## config.mk

```make
export PLATFORM = sky130hd
export DESIGN_NAME = nebs_mul
export DESIGN_NICKNAME = d
export VERILOG_FILES = /design/src/design/nebs_pkg.sv /design/src/design/nebs_mul.sv
export SDC_FILE = /design/constraint.sdc
export NUM_CORES = 2
export LEC_CHECK = 0
export BUFFER_PORTS_ARGS = -buffer_cell sky130_fd_sc_hd__buf_2
export CAP_MARGIN = 0
export CELL_PAD_IN_SITES_DETAIL_PLACEMENT = 1
export CELL_PAD_IN_SITES_GLOBAL_PLACEMENT = 1
export CORE_UTILIZATION = 54
export CTS_CLUSTER_SIZE = 24
export DETAILED_ROUTE_END_ITERATION = 8
export PLACE_DENSITY = 0.95
export SYNTH_ARGS = -nofsm -noshare
export SYNTH_HDL_FRONTEND = slang
export SYNTH_SLANG_ARGS = --single-unit
```

## constraint.sdc

```tcl
create_clock -name i_clk -period 17.7 [get_ports i_clk]
set_input_delay 1.77 -clock i_clk [delete_from_list [all_inputs] [get_ports i_clk]]
set_output_delay 1.77 -clock i_clk [all_outputs]
set_load 0.005 [all_outputs]
```

## src/design/nebs_pkg.sv

```systemverilog
// shared types and fixed constants of the exponential balance newton solver
`default_nettype none
package nebs_pkg;

    // request to the shared long divider
    typedef struct packed {
        logic start;
        logic frac;      // append 32 zero fraction bits to the dividend
    } t_div_req;

    // status of a multi-cycle arithmetic unit
    typedef struct packed {
        logic busy;
        logic done;      // one-cycle pulse, result valid from then on
    } t_unit_sts;

    // register indexes of the configuration port
    localparam logic CFG_STEP_TOLERANCE  = 1'b0;
    localparam logic CFG_ITERATION_LIMIT = 1'b1;

    localparam logic [15:0] TOL_RESET   = 16'd13;
    localparam logic [5:0]  LIMIT_RESET = 6'd50;

    // internal fixed point: 32 fraction bits in 64-bit words
    localparam int          QI       = 32;
    localparam logic [63:0] ONE_Q    = 64'h0000_0001_0000_0000;
    localparam logic [63:0] LN2_Q    = 64'h0000_0000_B172_17F8;
    localparam logic [63:0] EXP_CAP  = 64'h4000_0000_0000_0000;
    localparam logic [63:0] PROD_CAP = 64'h2000_0000_0000_0000;
    localparam logic [63:0] STEP_CAP = 64'h2000_0000_0000_0000;
    localparam logic [63:0] TERM_ONE = 64'h1000_0000_0000_0000;  // 1.0 in Q.60
    localparam int          TAYLOR_TERMS = 25;

endpackage
`default_nettype wire

```

## src/design/nebs_mul.sv

```systemverilog
// 64x64 multiplier from four 32x32 partial products
`default_nettype none
module nebs_mul (
    input  wire                    i_clk,
    input  wire                    i_rst_n,
    input  wire                    i_start,
    input  wire [63:0]             i_a,
    input  wire [63:0]             i_b,
    output nebs_pkg::t_unit_sts    o_sts,
    output logic [127:0]           o_prod
);

    logic [63:0]  r_a;
    logic [63:0]  r_b;
    logic [63:0]  r_pp;
    logic [1:0]   r_ppi;
    logic [127:0] r_acc;
    logic [2:0]   r_cnt;
    logic         r_busy;
    logic         r_done;

    logic [31:0]  a_part;
    logic [31:0]  b_part;
    logic [127:0] pp_shifted;

    // operand halves chosen by the partial product index
    assign a_part = r_cnt[0] ? r_a[63:32] : r_a[31:0];
    assign b_part = r_cnt[1] ? r_b[63:32] : r_b[31:0];

    // align the registered partial product
    always_comb begin
        unique case (r_ppi)
            2'd0:    pp_shifted = {64'b0, r_pp};
            2'd1,
            2'd2:    pp_shifted = {32'b0, r_pp, 32'b0};
            default: pp_shifted = {r_pp, 64'b0};
        endcase
    end

    always_ff @(posedge i_clk) begin
        if (!i_rst_n) begin
            r_busy <= 1'b0;
            r_done <= 1'b0;
            r_cnt  <= '0;
        end else begin
            r_done <= 1'b0;
            if (i_start) begin
                r_busy <= 1'b1;
                r_cnt  <= '0;
                r_a    <= i_a;
                r_b    <= i_b;
                r_acc  <= '0;
            end else if (r_busy) begin
                if (r_cnt != 3'd4) begin
                    r_pp  <= 64'(a_part * b_part);
                    r_ppi <= r_cnt[1:0];
                end
                if (r_cnt != 3'd0) begin
                    r_acc <= r_acc + pp_shifted;
                end
                if (r_cnt == 3'd4) begin
                    r_busy <= 1'b0;
                    r_done <= 1'b1;
                end
                r_cnt <= r_cnt + 3'd1;
            end
        end
    end

    assign o_sts.busy = r_busy;
    assign o_sts.done = r_done;
    assign o_prod     = r_acc;

endmodule
`default_nettype wire

```

* Word level (Yosys, flattened, before mapping)
Index checks and enable logic that the tools add are counted.
** Word-level totals
- Register bits :: 327
- Latch bits :: 0
- Memory bits (writable) :: 0
- ROM bits :: 0
- Bits of input ports :: 131
- Output and inout bits :: 130
- Word-level logic and storage cells :: 37
- Memories :: 0
** Operators by class
- Add/subtract/negate cells :: 2
- Multiply operators :: 1
- Divide/modulo/power cells :: 0
- Magnitude comparators :: 0
- Equality and inequality tests :: 4
- Shift-type cells :: 0
- Mux-type cells :: 9
- Bitwise logic cells :: 3
- Reductions and logical operators :: 10
** Operators by type and width (count)
- 2-to-1 mux 128 bit :: 2
- case mux 128 bit (2 select lines) :: 1
- adder 128 bit :: 1
- multiplier 32 x 32 -> 64 bit :: 1
- 2-to-1 mux 32 bit :: 2
- 2-to-1 mux 1 bit :: 4
- AND reduction 4 bit :: 1
- nonzero test 2 bit :: 2
- OR reduction 2 bit :: 2
- adder 3 x 1 -> 3 bit, second input constant :: 1
- == test 3 bit, second input constant :: 1
- inequality test 3 bit, second input constant :: 1
- NOT 1 bit :: 3
- AND reduction 3 bit :: 1
- nonzero test 3 bit :: 1
- OR reduction 3 bit :: 1
- == test 2 x 1 -> 1 bit, second input constant :: 1
- == test 2 bit, second input constant :: 1
- zero test 2 bit :: 1
- AND reduction 2 bit :: 1

* Depth between registers and ports, before layout
- Word-level depth :: 6
- Depth in mapped cells :: 35
- Depth with buffers taken out :: 30

* Worst setup path before layout
OpenSTA, ideal clock, no wires.
- Path type :: register to register
- Start point :: register r_cnt[0]
- End point :: register r_pp[63], data pin
- Library setup time :: 260 ps
- Arrival time :: 8322 ps
- Required time :: 17440 ps
- Setup slack :: 9118 ps
- Stages on the path, launching flop included :: 34
- Path buffers :: 5
- Clock period less this slack :: 8582 ps
- Cell sequence :: dfxtp_1 -> clkbuf_1 -> clkbuf_1 -> clkbuf_1 -> mux2i_1 -> clkbuf_1 -> nor2_1 -> fa_1 -> fa_1 -> inv_1 -> fa_1 -> inv_1 -> fa_1 -> inv_1 -> fa_1 -> inv_1 -> fa_1 -> fa_1 -> inv_1 -> fa_1 -> inv_1 -> ha_1 -> buf_2 -> a21o_1 -> o21bai_1 -> a211oi_1 -> o22ai_1 -> a21oi_2 -> o221ai_1 -> o21ai_2 -> o31ai_1 -> a221o_1 -> a21oi_1 -> xnor2_1
** On the way
- Longest elaborated chain between the ends :: 2
** RTL lines
- start, declared :: RTL line nebs_mul.sv:18 : logic [2:0] r_cnt;
- start signal, assigned :: RTL line nebs_mul.sv:65 : r_cnt <= r_cnt + 3'd1;
- 2-to-1 mux 32 bit :: RTL line nebs_mul.sv:27 : assign a_part = r_cnt[0] ? r_a[63:32] : r_a[31:0];
- multiplier 32 x 32 -> 64 bit :: RTL line nebs_mul.sv:55 : r_pp <= 64'(a_part * b_part);
- end signal, assigned :: RTL line nebs_mul.sv:55
- end, declared :: RTL line nebs_mul.sv:15 : logic [63:0] r_pp;
No other way between the ends.
A chain may end at the register's enable or synchronous reset.

* Final worst setup path
- Start point :: register r_cnt[0]
- End point :: register r_pp[56], data pin
The elaborated chain is that of the path after synthesis.

==> impl_metrics.py <==
metrics = {
    "outcome": {
        "outcome": "complete, but fails checks",
        "violations": "design-rule violations, max-capacitance violations, max-slew violations",
    },
    "yosys": {
        "ys_seq_area_frac": 0.1810,
        "synth_warnings": 0,
        "synth_enable_flop_cells": 322,
        "synth_nets": 7286,
        "synth-compound-area-share": 0.1027,
        "synthXorXnorAreaFrac": 0.03001,
        "ys_dominant_reg_cell": "edfxtp_1",
        "avgSynthCellArea_um2": 9.206,
        "synth_top_area_cell": "fa_1",
        "synthAdderAreaFrac": 0.4240,
        "yosys-top-cells-area": "fa_1 33%, edfxtp_1 18%, ha_1 9.1%",
        "yosys_register_bits": 327,
        "synth_top_area_share": 0.3326,
        "synth_top_family_by_area": "adder cells",
        "yosysUniqueCellTypes": 107,
        "syn-cell-area_um2": 53980,
        "synthCells": 5864,
        "async_flop_share": 0,
        "synth-simple-area-share": 0.1465,
        "synth.area.mux_share": 0.02559,
    },
    "place": {
        "gp_congestion": 1.014,
        "placed_cell_area_um2": 56480,
        "post-place-ws_ns": 7.617,
        "portBuffers": 260,
        "hpwl_um": 182100,
    },
    "timing": {
        "finalSetupViolCount": 0,
        "setup_ws_ns": 7.089,
        "hold_viol": 0,
        "fmax_mhz": 94.25,
        "fin_crit_ns": 10.61,
        "setup-tns-final_ns": 0,
        "finalMaxSlewViolations": 2,
        "slew_headroom": -0.02345,
        "tightest_slew_ns": 1.530,
        "finClkSkew_ns": 0.04829,
        "rsz0062_at_grt": "no",
        "whs_ns": 0.5212,
        "fin_crit_sh": 0.5995,
    },
    "cells_and_area": {
        "nets": 7360,
        "syn2layout_area_growth_pct": 7.238,
        "final_common_cell": "inv_1",
        "final_layout_size_suffix_gt1_frac": 0.09769,
        "finalInstanceArea_um2": 57890,
        "num-fill-cells": 11250,
        "final_cell_mix": "958 x inv_1, 897 x fa_1, 861 x nor2_1, 646 x nand2_1, 393 x ha_1",
    },
    "cts": {
        "clk_pin_slew_ns": 0.06,
        "cts_tree": "yes",
        "cts-root-buf": "clkbuf_16",
        "postCtsResizedCells": 0,
        "cts_made_buffers": 40,
        "cts_hold_buffers": 0,
        "clk_path_buf_depth": 3,
        "cts.sinks": 327,
        "htree_levels": 2,
        "worstSkewPairLatency_ns": 0.70,
        "post-cts-setup-buffers": 0,
    },
    "floorplan": {
        "design.portCount": 261,
        "dieHeight_um": 318.2,
        "die-area_um2": 101200,
        "coreArea_um2": 98710,
        "rows": 115,
        "chipWidth_um": 318.2,
        "start_util": 0.5469,
    },
    "worst_setup_path": {
        "path_buf_inv": 6,
        "critPathRequiredTime_ns": 18.13,
        "r2r_setup_slack_ns": 7.09,
        "path_max_fanout": 46,
        "cp.arrival_ns": 11.04,
        "endpoint_kind": "flip-flop",
        "crit_type": "flip-flop to flip-flop",
        "cp-start-kind": "flip-flop",
        "max_stage_delay_ns": 0.84,
        "critPathTopFamily": "adder cells",
        "cp_common_cell": "fa_1",
        "slowest_stage": "buf_4",
    },
    "worst_hold_path": {
        "hold_path_class": "flip-flop to flip-flop",
    },
    "grt": {
        "grt-ovfl-total": 0,
        "grt_max_degree": 83,
        "grt_usage": 0.5065,
        "grt_pass1_vias": 55570,
        "antenna_found_initial": 35,
        "grt_pass1_wl_um": 369200,
    },
    "run": {
        "drv_cap": 1,
    },
    "detailed_routing": {
        "wl_per_cell_um": 34.88,
        "via_per_inst": 6.926,
        "first_iter_violations": 6822,
        "routed_wirelength_um": 253900,
        "drt_drc_violations_left": 20,
        "ant_nets": 0,
        "dr.pass1.iters": 9,
        "vias": 50410,
    },
}
## per-layer routing
| layer | global-route usage | part of all wire |
|---|---|---|
| met5 | 0.04917 | 0.0026 |
| met4 | 0.4769 | 0.12 |
| met3 | 0.2630 | 0.15 |
| met2 | 0.7366 | 0.42 |
| met1 | 0.5204 | 0.31 |
## metrics by stage
| stage | std cells | utilization |
|---|---|---|
| after floorplan | 5864 | - |
| after global placement | 7183 | 0.5722 |
| after detailed placement | 7183 | 0.5722 |
| after CTS | 7255 | 0.5859 |
| after global routing | 7263 | 0.5861 |
| final | 7279 | 0.5865 |
## layout make-up
cell class | count | area, um^2 | share of cell area
Antenna cell | 24 | 60.06 | 0.001037
Clock buffer | 49 | 1055 | 0.01822
Clock inverter | 23 | 299.0 | 0.005165
Inverter | 958 | 3596 | 0.06212
Multi-Input combinational cell | 4280 | 39660 | 0.6850
Sequential cell | 327 | 9777 | 0.1689
Tap cell | 1287 | 1610 | 0.02782
Timing Repair Buffer | 331 | 1837 | 0.03173
## worst paths after layout
| check | depth (start not counted) | start | end |
|---|---|---|---|
| max | 27 | r_cnt[0]$_SDFFE_PN0P_ | r_pp[56]$_DFFE_PP_ |
| min | 2 | r_cnt[2]$_SDFFE_PN0P_ | r_done$_SDFF_PP0_ |
| max reg2reg | 27 | r_cnt[0]$_SDFFE_PN0P_ | r_pp[56]$_DFFE_PP_ |
| min reg2reg | 2 | r_cnt[2]$_SDFFE_PN0P_ | r_done$_SDFF_PP0_ |
## cells by family after synthesis
group,count (synthesis)
mux,130
compound gates,813
fa+ha+maj,1291
xor+xnor,185
simple gates,1861
buf+inv,1257
flops,327
## flip-flops by register name, summed over array words and instances, names as in the netlist
register / flops
r_busy: 1
o_prod: 128
r_ppi: 2
r_pp: 64
r_done: 1
r_b: 64
r_cnt: 3
r_a: 64
## cells in the mapped netlist, drive strengths merged (12+ instances only)
| master | instances |
|---|---|
| a211oi | 14 |
| ha | 394 |
| o21bai | 59 |
| inv | 958 |
| o21ai | 153 |
| clkbuf | 230 |
| o21a | 33 |
| a21o | 69 |
| nand2b | 17 |
| and3 | 12 |
| a221oi | 13 |
| buf | 69 |
| a31oi | 30 |
| nor3 | 46 |
| o31ai | 15 |
| nand2 | 649 |
| nand4 | 95 |
| nor2b | 24 |
| xor2 | 73 |
| fa | 897 |
| nor2 | 864 |
| edfxtp | 322 |
| mux2i | 66 |
| a22o | 65 |
| xnor2 | 112 |
| a21oi | 278 |
| and2 | 73 |
| nand3 | 26 |
| mux2 | 64 |
| nor4 | 17 |
## worst min-delay path, cell delays in order, from the launching register on
cell,delay (ns)
dfxtp_1,0.34
nand3_1,0.08
nor2_1,0.05
Power is left out: the tool's default activity adds up to more than one toggle a clock period on the data nets, which glitch-free logic cannot reach.
