===== src/design/nebs_pkg.sv =====
// shared types and fixed constants of the exponential balance newton solver
`default_nettype none
package nebs_pkg;

    // request to the shared long divider
    typedef struct packed {
        logic start;
        logic frac;      // append 32 zero fraction bits to the dividend
    } t_div_req;

    // status of a multi-cycle arithmetic unit
    typedef struct packed {
        logic busy;
        logic done;      // one-cycle pulse, result valid from then on
    } t_unit_sts;

    // register indexes of the configuration port
    localparam logic CFG_STEP_TOLERANCE  = 1'b0;
    localparam logic CFG_ITERATION_LIMIT = 1'b1;

    localparam logic [15:0] TOL_RESET   = 16'd13;
    localparam logic [5:0]  LIMIT_RESET = 6'd50;

    // internal fixed point: 32 fraction bits in 64-bit words
    localparam int          QI       = 32;
    localparam logic [63:0] ONE_Q    = 64'h0000_0001_0000_0000;
    localparam logic [63:0] LN2_Q    = 64'h0000_0000_B172_17F8;
    localparam logic [63:0] EXP_CAP  = 64'h4000_0000_0000_0000;
    localparam logic [63:0] PROD_CAP = 64'h2000_0000_0000_0000;
    localparam logic [63:0] STEP_CAP = 64'h2000_0000_0000_0000;
    localparam logic [63:0] TERM_ONE = 64'h1000_0000_0000_0000;  // 1.0 in Q.60
    localparam int          TAYLOR_TERMS = 25;

endpackage
`default_nettype wire


===== src/design/nebs_div.sv =====
// restoring long divider, one quotient bit per cycle, 64 or 96 steps
`default_nettype none
module nebs_div (
    input  wire                    i_clk,
    input  wire                    i_rst_n,
    input  wire nebs_pkg::t_div_req i_req,
    input  wire [63:0]             i_num,
    input  wire [63:0]             i_den,
    output nebs_pkg::t_unit_sts    o_sts,
    output logic [95:0]            o_quo
);

    localparam logic [6:0] INT_STEPS  = 7'd64;
    localparam logic [6:0] FRAC_STEPS = 7'd96;

    logic [63:0] r_rem;
    logic [95:0] r_dvd;
    logic [95:0] r_quo;
    logic [63:0] r_den;
    logic [6:0]  r_cnt;
    logic        r_busy;
    logic        r_done;

    logic [64:0] trial;
    logic [64:0] diff;
    logic        take;

    // trial subtract of the shifted partial remainder
    assign trial = {r_rem, r_dvd[95]};
    assign diff  = trial - {1'b0, r_den};
    assign take  = trial >= {1'b0, r_den};

    always_ff @(posedge i_clk) begin
        if (!i_rst_n) begin
            r_busy <= 1'b0;
            r_done <= 1'b0;
            r_cnt  <= '0;
        end else begin
            r_done <= 1'b0;
            if (i_req.start) begin
                r_busy <= 1'b1;
                r_cnt  <= i_req.frac ? FRAC_STEPS : INT_STEPS;
                r_rem  <= '0;
                r_dvd  <= {i_num, 32'b0};
                r_quo  <= '0;
                r_den  <= i_den;
            end else if (r_busy) begin
                r_rem  <= take ? diff[63:0] : trial[63:0];
                r_dvd  <= {r_dvd[94:0], 1'b0};
                r_quo  <= {r_quo[94:0], take};
                r_cnt  <= r_cnt - 7'd1;
                if (r_cnt == 7'd1) begin
                    r_busy <= 1'b0;
                    r_done <= 1'b1;
                end
            end
        end
    end

    assign o_sts.busy = r_busy;
    assign o_sts.done = r_done;
    assign o_quo      = r_quo;

endmodule
`default_nettype wire


===== config.mk =====
export PLATFORM = sky130hd
export DESIGN_NAME = nebs_div
export DESIGN_NICKNAME = d
export VERILOG_FILES = /design/src/design/nebs_pkg.sv /design/src/design/nebs_div.sv
export SDC_FILE = /design/constraint.sdc
export NUM_CORES = 1
export LEC_CHECK = 0
export BUFFER_PORTS_ARGS = -buffer_cell sky130_fd_sc_hd__buf_2
export CORE_UTILIZATION = 58
export DETAILED_ROUTE_END_ITERATION = 12
export PLACE_DENSITY = 0.87
export RECOVER_POWER = 50
export REMOVE_ABC_BUFFERS = 1
export SETUP_SLACK_MARGIN = 0.05
export SYNTH_ARGS = -nofsm -noshare
export SYNTH_HDL_FRONTEND = slang
export SYNTH_SLANG_ARGS = --single-unit

===== constraint.sdc =====
create_clock -name i_clk -period 8.7 [get_ports i_clk]
set_input_delay 1.305 -clock i_clk [delete_from_list [all_inputs] [get_ports i_clk]]
set_output_delay 1.305 -clock i_clk [all_outputs]
set_load 0.1 [all_outputs]

# Yosys cells after proc, flatten, opt, wreduce, memory -nomap -nowiden
# Cells that the tools add are included.
# word_totals
ff_bits,328
latch_bits,0
mem_bits_rw,0
mem_bits_ro,0
out_inout_bits,98
elab_cells,30
memories,0
# op_classes
addsub,2
n_mul,0
div_mod_pow,0
n_lt_le_gt_ge,1
eq_ne,1
shifts,0
n_mux,12
bitwise,2
reduce_logical,4
# ops
cell,count
2-to-1 mux 96 bit,3
2-to-1 mux 64 bit,2
greater-or-equal comparator 65 x 64 -> 1 bit,1
subtractor 64 bit,1
2-to-1 mux 7 bit,2
"equality test 7 x 1 -> 1 bit, second input constant",1
"subtractor 7 x 1 -> 7 bit, second input constant",1
2-to-1 mux 6 bit,1
2-to-1 mux 1 bit,4
AND reduction 2 bit,2
OR reduction 3 bit,1
inverter 1 bit,2
nonzero test 2 bit,1

# Depth between registers and ports, before layout
# Gate-level depths: netlist of run 1.
# depth
ltp_word,4
mapped_depth,13
mapped_depth_nobuf,12

# Worst setup path after synthesis of run 1
# Ideal clock, no wire load.
# synth_path
path_type,input port to flip-flop
startpoint,input i_req[1] (netlist name)
endpoint,register r_busy
setup_time_ns,0.080
t_arrival_ns,7.448
t_required_ns,8.620
path_slack_ns,1.172
stages,4
path_buffers,2
path_cell_list,clkbuf_1 > clkbuf_1 > o21a_1 > o31a_1
# synth_between
elab_chain_cells,1
# synth_rtl
item,line_no,source
from (decl),nebs_div.sv:6,"input wire nebs_pkg::t_div_req i_req,"
2-to-1 mux 1 bit,nebs_div.sv:40,if (i_req.start) begin
to (signal assigned),nebs_div.sv:35,r_busy <= 1'b0;
to (signal assigned),nebs_div.sv:41,r_busy <= 1'b1;
to (signal assigned),nebs_div.sv:53,r_busy <= 1'b0;
to (decl),nebs_div.sv:21,logic r_busy;
# No other way between the ends.
# A chain may end at the register's enable or synchronous reset.

# Final worst setup path of run 1
# layout_path
startpoint,input i_req[1] (netlist name)
endpoint,register r_quo[16] (netlist: o_quo[16]) (enable)
# layout_between
elab_chain_cells,2
# layout_rtl
item,line_no,source
nonzero test 2 bit (no source line),--,
AND reduction 2 bit (no source line),--,
to (signal assigned),nebs_div.sv:50,"r_quo <= {r_quo[94:0], take};"
to (decl),nebs_div.sv:18,logic [95:0] r_quo;
# No other way between the ends.

==> run_results.csv, run 1 <==
group,metric,value,unit
power,p_leak,7.075,nW
die,die_w,166.8,um
worst_setup_path,cp.required,8900,ps
clocking,ctsHoldBuffers,0,
routing,avgRoutedWirePerCell,18.30,um
logic_synthesis,ys_async_sr_fraction,0,%
global_route,track_usage,25.17,%
routing,ant_nets,0,
timing,drv_slew,326,
worst_hold_path,hold_start,"r_cnt[1]",
job,max-cap-violations,5,
worst_hold_path,whs_path_depth,2,
global_route,overflow,0,
logic_synthesis,ys_seq_area_share,56.07,%
routing,wl,35430,um
clocking,clockBufferDepth,3,
routing,via_count,11552,
cells_and_area,final_common_cell,"edfxtp_1",
timing,post-route-min-period,5892,ps
worst_setup_path,path_class,"input pin to flop",
placed_design,port_buffers,229,
global_route,grt_pass1_vias,11245,
power,p_seq_share,43.3,%
die,die_h,166.8,um
cells_and_area,final_nets,1775,
logic_synthesis,synth.avg_cell_area,11.44,sq um
clocking,cts_buffers,31,
power,power_density,224.6,nW/um^2
cells_and_area,final_area,18070,sq um
die,rows,59,
clocking,cts.sinks,297,
worst_hold_path,worstHoldEndpoint,"r_cnt[1]",
logic_synthesis,synth_area,15750,sq um
placed_design,place_congestion,0.8993,
status,violations,"capacitance limit, slew limit",
die,ioPinCount,230,
placed_design,dp_hpwl,24340,um
routing,drtIter0Drc,1038,
worst_setup_path,start_kind,"input pin",
worst_hold_path,hp-class,"flop to flop",
global_route,grt_pass1_wl,56660,um
routing,vias_per_cell,5.967,
timing,tightest_slew,3897,ps
timing,period_share,67.72,%
worst_setup_path,worstReg2RegStart,"r_rem[2]",
clocking,cts_resized,0,
worst_setup_path,r2r_end,"r_rem[60]",
timing,clock.fmax,169.7,MHz
die,initial_utilization,59.74,%
logic_synthesis,ys_warn_count,0,
worst_setup_path,path_delay_family,"compound AO/OA/AOI/OAI gates",
logic_synthesis,synth_cell_type_count,78,
logic_synthesis,netlist_instances,1376,
worst_setup_path,ff2ff_path_depth,10,
logic_synthesis,synth_top_cells_by_area,"edfxtp_1 55%, ha_1 5.2%, mux2_2 4.5%",
logic_synthesis,synth_top_area_share,54.93,%
clocking,clk_latency,580,ps
timing,slew_headroom,-159.8,%
worst_setup_path,cp-startpoint,"i_req[1]",
global_route,grt_max_degree,154,
power,internal-power,2.778,mW
clocking,cts_root_buf,"clkbuf_16",
cells_and_area,syn2layout_area_growth,14.76,%
power,power_switching,1.280,mW
clocking,postCtsSetupRepairBufs,0,
cells_and_area,layout_common_cells,"288 x edfxtp_1, 218 x buf_2, 125 x nand2_1",
power,ir_worst_vdd,0.0001983,V
power,p_clk_share,31.9,%
clocking,cts_tree,"done",
worst_setup_path,critPathSlowestCell,"o21a_1",
worst_setup_path,cp-end-kind,"flop",
clocking,ctsHtreeMaxLevel,1,
placed_design,place_area,17120,sq um
power,p_sw_share,31.54,%
power,combPwrFrac,24.8,%
die,fp.coreArea,26350,sq um
die,die_area,27810,sq um
timing,hold_viol,0,
worst_setup_path,crit_fanout,153,
worst_setup_path,cp_cell_sequence,"clkbuf_1, o21a_1, buf_12",
logic_synthesis,synth_edf_count,288,
logic_synthesis,ys_ff_latch,297,
worst_setup_path,r2r_setup_slack,4530,ps
worst_setup_path,worstPathArrival,6090,ps
logic_synthesis,yosys.area.top_type,"edfxtp_1",
cells_and_area,drive_gt1_share,21.88,%
cells_and_area,fillers,1911,
cells_and_area,final_util,68.56,%
clocking,path_clk_slew,60,ps
routing,dr.pass1.iters,6,
power,power,4.058,mW
worst_setup_path,slowest_delay,2640,ps
global_route,antenna_found_initial,1,
routing,post-route-drc-count,0,
timing,setup_viol,0,
status,status,"finished with violations",
timing,setup_tns,0,ps
worst_setup_path,critPathBufInv,2,
timing,rsz0062_at_grt,"false",
timing,fin_worst_skew,28.01,ps
logic_synthesis,synth_ff_type,"edfxtp_1",
==> layer usage <==
metal	part of all wire (%)	wire, um	vias to the layer above	GRT usage [%]
met5	0.037	13	-	0
met2	47	16790	525	42.24
li1	-	-	5464	-
met4	1.8	627	2	5.717
met1	42	14960	5504	33.46
met3	8.6	3048	57	5.632
==> flip-flops by register name, summed over array words and instances, names as in the netlist <==
signal / count
r_done: 1
r_busy: 1
r_rem: 64
r_cnt: 7
r_den: 64
o_quo: 96
r_dvd: 64
==> through the flow <==
step | worst slack [ps] | hold slack (ps) | std cells
after detailed placement | 4610 | 487.2 | 1878
after floorplan | 1497 | 471.4 | 1306
after global placement | 4781 | 482.6 | 1878
after CTS | 4584 | 492.4 | 1935
after global routing | 2353 | 511.2 | 1935
final | 2808 | 490.6 | 1936
==> power groups by stage <==
stage | Combinational [mW] | Clock [mW] | Sequential (mW)
floorplan | 0.567 | 0 | 1.97
global placement | 0.966 | 0 | 1.78
detailed placement | 0.986 | 0 | 1.78
CTS | 0.993 | 1.32 | 1.75
global route | 1.08 | 1.36 | 1.77
finish | 1.01 | 1.29 | 1.76
==> tightest hold or removal path, delay by kind of cell, from the launching register on <==
family             cells  cell delay [ps]
and+or+nand+nor        1               90
DFF                    1              310
AOI/OAI and AO/OA      1               50
==> area by class of cell <==
type	instances	area (sq um)	area share [%]
multi-input cells	920	6302	34.88
clock buffers	36	794.5	4.397
clock inverters	21	193.9	1.073
inverters	89	334.1	1.849
flip-flops and latches	297	8828	48.86
repair buffers	237	1194	6.606
diodes	1	2.502	0.01385
well taps	335	419.2	2.320
==> worst max-delay path by stage <==
stage                     end  slack, ps  cells after the start
floorplan           r_rem[52]       1500                      7
detailed placement  r_rem[60]       4610                     10
finish              o_quo[16]       2810                      3
global placement    r_rem[60]       4780                     10
global route        o_quo[17]       2350                      3
CTS                 r_rem[60]       4580                     10
==> kinds of logic (layout without fill, tap and decap cells) <==
kind of cell	count (synthesis)	after routing	synth area share (%)
AO/OA/AOI/OAI	307	307	13.02
buffers and inverters	159	383	3.997
XOR/XNOR	44	44	2.448
adder cells (fa/ha/maj)	67	67	5.372
AND/OR/NAND/NOR	435	435	14.33
flip-flops	297	297	56.07
other	0	1	0
multiplexers	67	67	4.760
==> cells in the mapped netlist (all sizes together), types with 7 or more instances <==
master	number
nand3	19
nand2	125
xnor2	30
clkbuf	43
o21ai	45
o21bai	16
o21a	12
inv	89
or3	14
ha	66
a211oi	20
nor2	67
buf	27
a31oi	9
nor2b	104
and3	8
nand2b	10
edfxtp	288
mux2	63
a22o	7
nor3	17
nand4	29
a21oi	119
dfxtp	9
xor2	14
a21o	13
nor4	9
Power figures use the tool's default switching activity.
==> run 2: changes to the inputs <==
--- a/config.mk
+++ b/config.mk
@@ -6,9 +6,9 @@
 export NUM_CORES = 1
 export LEC_CHECK = 0
 export BUFFER_PORTS_ARGS = -buffer_cell sky130_fd_sc_hd__buf_2
-export CORE_UTILIZATION = 58
+export CORE_UTILIZATION = 52
 export DETAILED_ROUTE_END_ITERATION = 12
-export PLACE_DENSITY = 0.87
+export PLACE_DENSITY = 0.83
 export RECOVER_POWER = 50
 export REMOVE_ABC_BUFFERS = 1
 export SETUP_SLACK_MARGIN = 0.05
==> constraint.sdc (replaced) <==
create_clock -name i_clk -period 4.7 [get_ports i_clk]
set_input_delay 0.705 -clock i_clk [delete_from_list [all_inputs] [get_ports i_clk]]
set_output_delay 0.705 -clock i_clk [all_outputs]
set_load 0.1 [all_outputs]
==> run 2 against run 1 <==
Against the previous run: the run still ends with capacitance limit, slew limit left; die area grew 11%; via count grew 0.58%; sequential power grew 85%; combinational power grew 83%; register-to-register slack lost 3600 ps; clock power grew 91%; worst hold slack lost 150 ps; clock-buffer cell count grew 9; critical path depth is the same.
==> run_results.csv, run 2 (synthesis results as in run 1) <==
group,metric,value,unit
routing,drtIter0Drc,810,
timing,rsz0062_at_grt,"false",
power,power_density,417.3,nW/um^2
cells_and_area,fillers,2424,
global_route,grt_pass1_vias,11365,
timing,setup_viol,0,
clocking,ctsHoldBuffers,0,
timing,drv_slew,263,
routing,wl,35350,um
worst_setup_path,start_kind,"input pin",
timing,clock.fmax,248.1,MHz
die,initial_utilization,52.98,%
cells_and_area,final_nets,1781,
clocking,cts.sinks,297,
power,p_leak,6.961,nW
placed_design,dp_hpwl,24200,um
clocking,clockBufferDepth,3,
cells_and_area,layout_common_cells,"288 x edfxtp_1, 164 x buf_2, 125 x nand2_1",
placed_design,placedCellCount,1936,
global_route,grt_pass1_wl,56310,um
clocking,ctsHtreeMaxLevel,2,
clocking,cts_buffers,34,
cells_and_area,largest_reg_flops,96,
timing,post-route-min-period,4031,ps
die,die_h,176.0,um
routing,ant_nets,0,
global_route,overflow,0,
worst_setup_path,crit_fanout,137,
cells_and_area,final_common_cell,"edfxtp_1",
clocking,postCtsSetupRepairBufs,0,
routing,dr.pass1.iters,6,
cells_and_area,drive_gt1_share,19.12,%
global_route,antenna_found_initial,4,
clocking,cts_resized,0,
cells_and_area,fin_cells,1998,
global_route,track_usage,22.67,%
cells_and_area,regArea,8828,sq um
timing,period_share,85.76,%
timing,slew_headroom,-137.0,%
power,ir_worst_vdd,0.0003448,V
status,violations,"capacitance limit, slew limit",
clocking,cts_tree,"done",
worst_hold_path,hp-class,"input pin to flop",
worst_setup_path,cp-end-kind,"flop",
routing,avgRoutedWirePerCell,17.69,um
placed_design,place_congestion,0.9356,
die,ioPinCount,230,
clocking,clk_latency,530,ps
timing,hold_viol,0,
die,fp.coreArea,29720,sq um
cells_and_area,multi_input_area,6302,sq um
worst_setup_path,worstPathArrival,4090,ps
worst_setup_path,path_class,"input pin to flop",
timing,tightest_slew,3556,ps
placed_design,port_buffers,229,
clocking,cts_root_buf,"clkbuf_16",
routing,via_count,11619,
routing,post-route-drc-count,0,
timing,whs,342.6,ps
job,max-cap-violations,3,
clocking,path_clk_slew,60,ps
worst_setup_path,cp.required,4750,ps
die,rows,63,
status,status,"finished with violations",
global_route,grt_max_degree,138,
cells_and_area,final_util,61.13,%
timing,fin_worst_skew,20.58,ps
die,die_area,30980,sq um
cells_and_area,syn2layout_area_growth,15.38,%
routing,vias_per_cell,5.815,
die,die_w,176.0,um
-- run 2: cell type report --
class | count | area share [%]
repair buffers | 240 | 6.398
flip-flops and latches | 297 | 48.60
clock inverters | 15 | 0.6819
multi-input cells | 920 | 34.69
inverters | 89 | 1.839
well taps | 390 | 2.686
diodes | 2 | 0.02755
clock buffers | 45 | 5.076
-- run 2: report_power, final --
part           internal (mW)  switching (mW)  total, mW
clock network           1.40            1.07       2.47
registers               3.17          0.0881       3.26
logic                  0.593            1.26       1.85
total                   5.16            2.42       7.58
-- run 2: path summary, 6_finish.rpt --
kind | slack (ps) | depth (start not counted) | endpoint | from
hold reg to reg | 520 | 2 | r_cnt[1] | r_cnt[1]
setup / recovery | 670 | 3 | o_quo[28] | i_req[1]
setup reg to reg | 960 | 10 | r_rem[46] | r_rem[2]
hold / removal | 340 | 1 | r_den[48] | i_den[48]
-- run 2: worst max-delay path, cell delays in order --
cell and delay [ps]:
buf_6 500, o21a_2 250, clkbuf_2 2460
-- run 2: routing by layer --
metal | share of wire, % | vias up | track usage, %
li1 | - | 5489 | -
met5 | 0.076 | - | 0
met1 | 43 | 5571 | 29.17
met4 | 2.5 | 4 | 7.355
met2 | 46 | 479 | 36.92
met3 | 9.0 | 76 | 6.438
-- run 2: through the flow --
| stage | setup WS (ps) | power, mW | setup TNS [ps] | cell area [sq um] |
|---|---|---|---|---|
| 6_report | 669.1 | 7.580 | 0 | 18170 |
| 4_1_cts | 988.2 | 7.612 | 0 | 18280 |
| 3_3_place_gp | 1082 | 5.091 | 0 | 17230 |
| 5_1_grt | 371.4 | 7.900 | 0 | 18160 |
| 2_1_floorplan | -2503 | 4.705 | -566310 | 15450 |
| 3_5_place_dp | 1003 | 5.131 | 0 | 17230 |
==> run 3: changes to the inputs <==
--- a/config.mk
+++ b/config.mk
@@ -10,7 +10,6 @@
 export DETAILED_ROUTE_END_ITERATION = 12
 export PLACE_DENSITY = 0.83
 export RECOVER_POWER = 50
-export REMOVE_ABC_BUFFERS = 1
 export SETUP_SLACK_MARGIN = 0.05
 export SYNTH_ARGS = -nofsm -noshare
 export SYNTH_HDL_FRONTEND = slang
==> run 3 against run 2 <==
Against the previous run: the flow still finishes with violations (capacitance limit, slew limit); first-iteration DRC count is 9.0% higher; die area stayed put; critical path type unchanged; sequential cell count stayed put; largest cell class unchanged; wire length is 3.3% higher; final cell count is 0.30% higher.
==> run_results.csv, run 3 (synthesis results as in run 1) <==
group,metric,value,unit
global_route,track_usage,23.32,%
routing,via_count,11480,
worst_setup_path,worstPathArrival,4300,ps
clocking,cts_root_buf,"clkbuf_16",
worst_setup_path,cp-end-kind,"flop",
die,die_h,176.0,um
timing,clock.fmax,246.6,MHz
die,die_area,30980,sq um
timing,period_share,86.26,%
clocking,clockBufferDepth,3,
global_route,grt_pass1_vias,11261,
clocking,cts_tree,"done",
power,p_leak,6.879,nW
routing,avgRoutedWirePerCell,18.23,um
worst_setup_path,start_kind,"input pin",
timing,fin_worst_skew,15.73,ps
die,fp.coreArea,29720,sq um
status,status,"finished with violations",
placed_design,place_congestion,0.9313,
cells_and_area,drive_gt1_share,17.20,%
cells_and_area,largest_reg_flops,96,
placed_design,placedCellCount,1939,
routing,ant_nets,0,
cells_and_area,final_nets,1784,
timing,setup_tns,0,ps
clocking,path_clk_slew,60,ps
power,power_density,415.7,nW/um^2
global_route,grt_pass1_wl,57750,um
clocking,ctsHtreeMaxLevel,2,
clocking,cts.sinks,297,
global_route,grt_max_degree,140,
die,die_w,176.0,um
worst_hold_path,worstHoldEndpoint,"r_den[53]",
timing,hold_viol,0,
clocking,clk_latency,520,ps
timing,post-route-min-period,4054,ps
routing,drtIter0Drc,883,
global_route,antenna_found_initial,7,
die,initial_utilization,52.98,%
status,violations,"capacitance limit, slew limit",
placed_design,post-place-ws,837.7,ps
clocking,cts_resized,0,
cells_and_area,layout_common_cells,"288 x edfxtp_1, 137 x buf_2, 125 x nand2_1",
worst_setup_path,r2r_end,"r_rem[60]",
timing,fin_ws,645.6,ps
worst_hold_path,hold_start,"i_den[53]",
worst_hold_path,hp-class,"input pin to flop",
worst_setup_path,cp.required,4950,ps
timing,tightest_slew,2241,ps
routing,dr.pass1.iters,5,
global_route,overflow,0,
timing,setup_viol,0,
cells_and_area,final_common_cell,"edfxtp_1",
clocking,postCtsSetupRepairBufs,0,
worst_setup_path,r2r_setup_slack,710,ps
die,ioPinCount,230,
cells_and_area,fin_cells,2004,
worst_setup_path,cp-startpoint,"i_req[1]",
timing,rsz0062_at_grt,"false",
placed_design,dp_hpwl,25450,um
timing,slew_headroom,-49.39,%
clocking,ctsHoldBuffers,0,
worst_setup_path,ff2ff_path_depth,10,
job,max-cap-violations,2,
cells_and_area,fillers,2425,
routing,vias_per_cell,5.729,
routing,post-route-drc-count,0,
logic_synthesis,syn_nets,1575,
timing,drv_slew,243,
worst_setup_path,worstReg2RegStart,"r_rem[2]",
worst_setup_path,path_class,"input pin to flop",
routing,wl,36540,um
cells_and_area,syn2layout_area_growth,15.17,%
power,ir_worst_vdd,0.0003044,V
cells_and_area,multi_input_area,6304,sq um
clocking,cts_buffers,34,
placed_design,port_buffers,229,
cells_and_area,regArea,8828,sq um
worst_setup_path,crit_fanout,139,
worst_hold_path,whs_path_depth,1,
die,rows,63,
-- run 3: how the worst max path moves through the flow --
stage,end,slack [ps],cells past startpoint
CTS,r_rem[60],800,10
finish,r_dvd[36],650,3
floorplan,o_quo[0],100,3
global placement,r_rem[60],850,10
detailed placement,r_rem[60],840,10
global route,r_dvd[36],360,3
-- run 3: final cells by class --
class,count,share of cell area [%]
sequential,297,48.69
multi-input combinational,920,34.76
timing repair buffer,243,6.376
clock buffer,41,4.954
tap,390,2.691
inverter,89,1.842
clock inverter,20,0.6348
antenna,4,0.05520
-- run 3: critical path, cell delays in order --
cell,delay [ps]
clkbuf_2,1530
clkbuf_4,1500
mux2_2,450
-- run 3: per-stage QoR --
stage / power (mW) / utilization [%] / hold slack [ps] / area (sq um)
6_report: 7.539 / 61.02 / 360.7 / 18130
5_1_grt: 7.867 / 61.00 / 342.8 / 18130
4_1_cts: 7.584 / 61.48 / 339.5 / 18270
3_5_place_dp: 5.148 / 58.06 / 515.6 / 17260
3_3_place_gp: 5.108 / 58.06 / 478.4 / 17260
2_1_floorplan: 4.727 / - / 471.4 / 15750
-- run 3: power breakdown --
| part | leakage, nW | switching (mW) | internal (mW) |
|---|---|---|---|
| sequential | 2.85 | 0.0866 | 3.16 |
| combinational | 3.53 | 1.27 | 0.594 |
| clock | 0.493 | 1.06 | 1.37 |
-- run 3: per-layer routing --
metal,routed length [um],up-vias,track usage (%)
li1,-,5502,-
met1,15820,5523,31.35
met2,17130,385,37.01
met3,2642,64,5.620
met4,908,6,7.971
met5,35,-,0
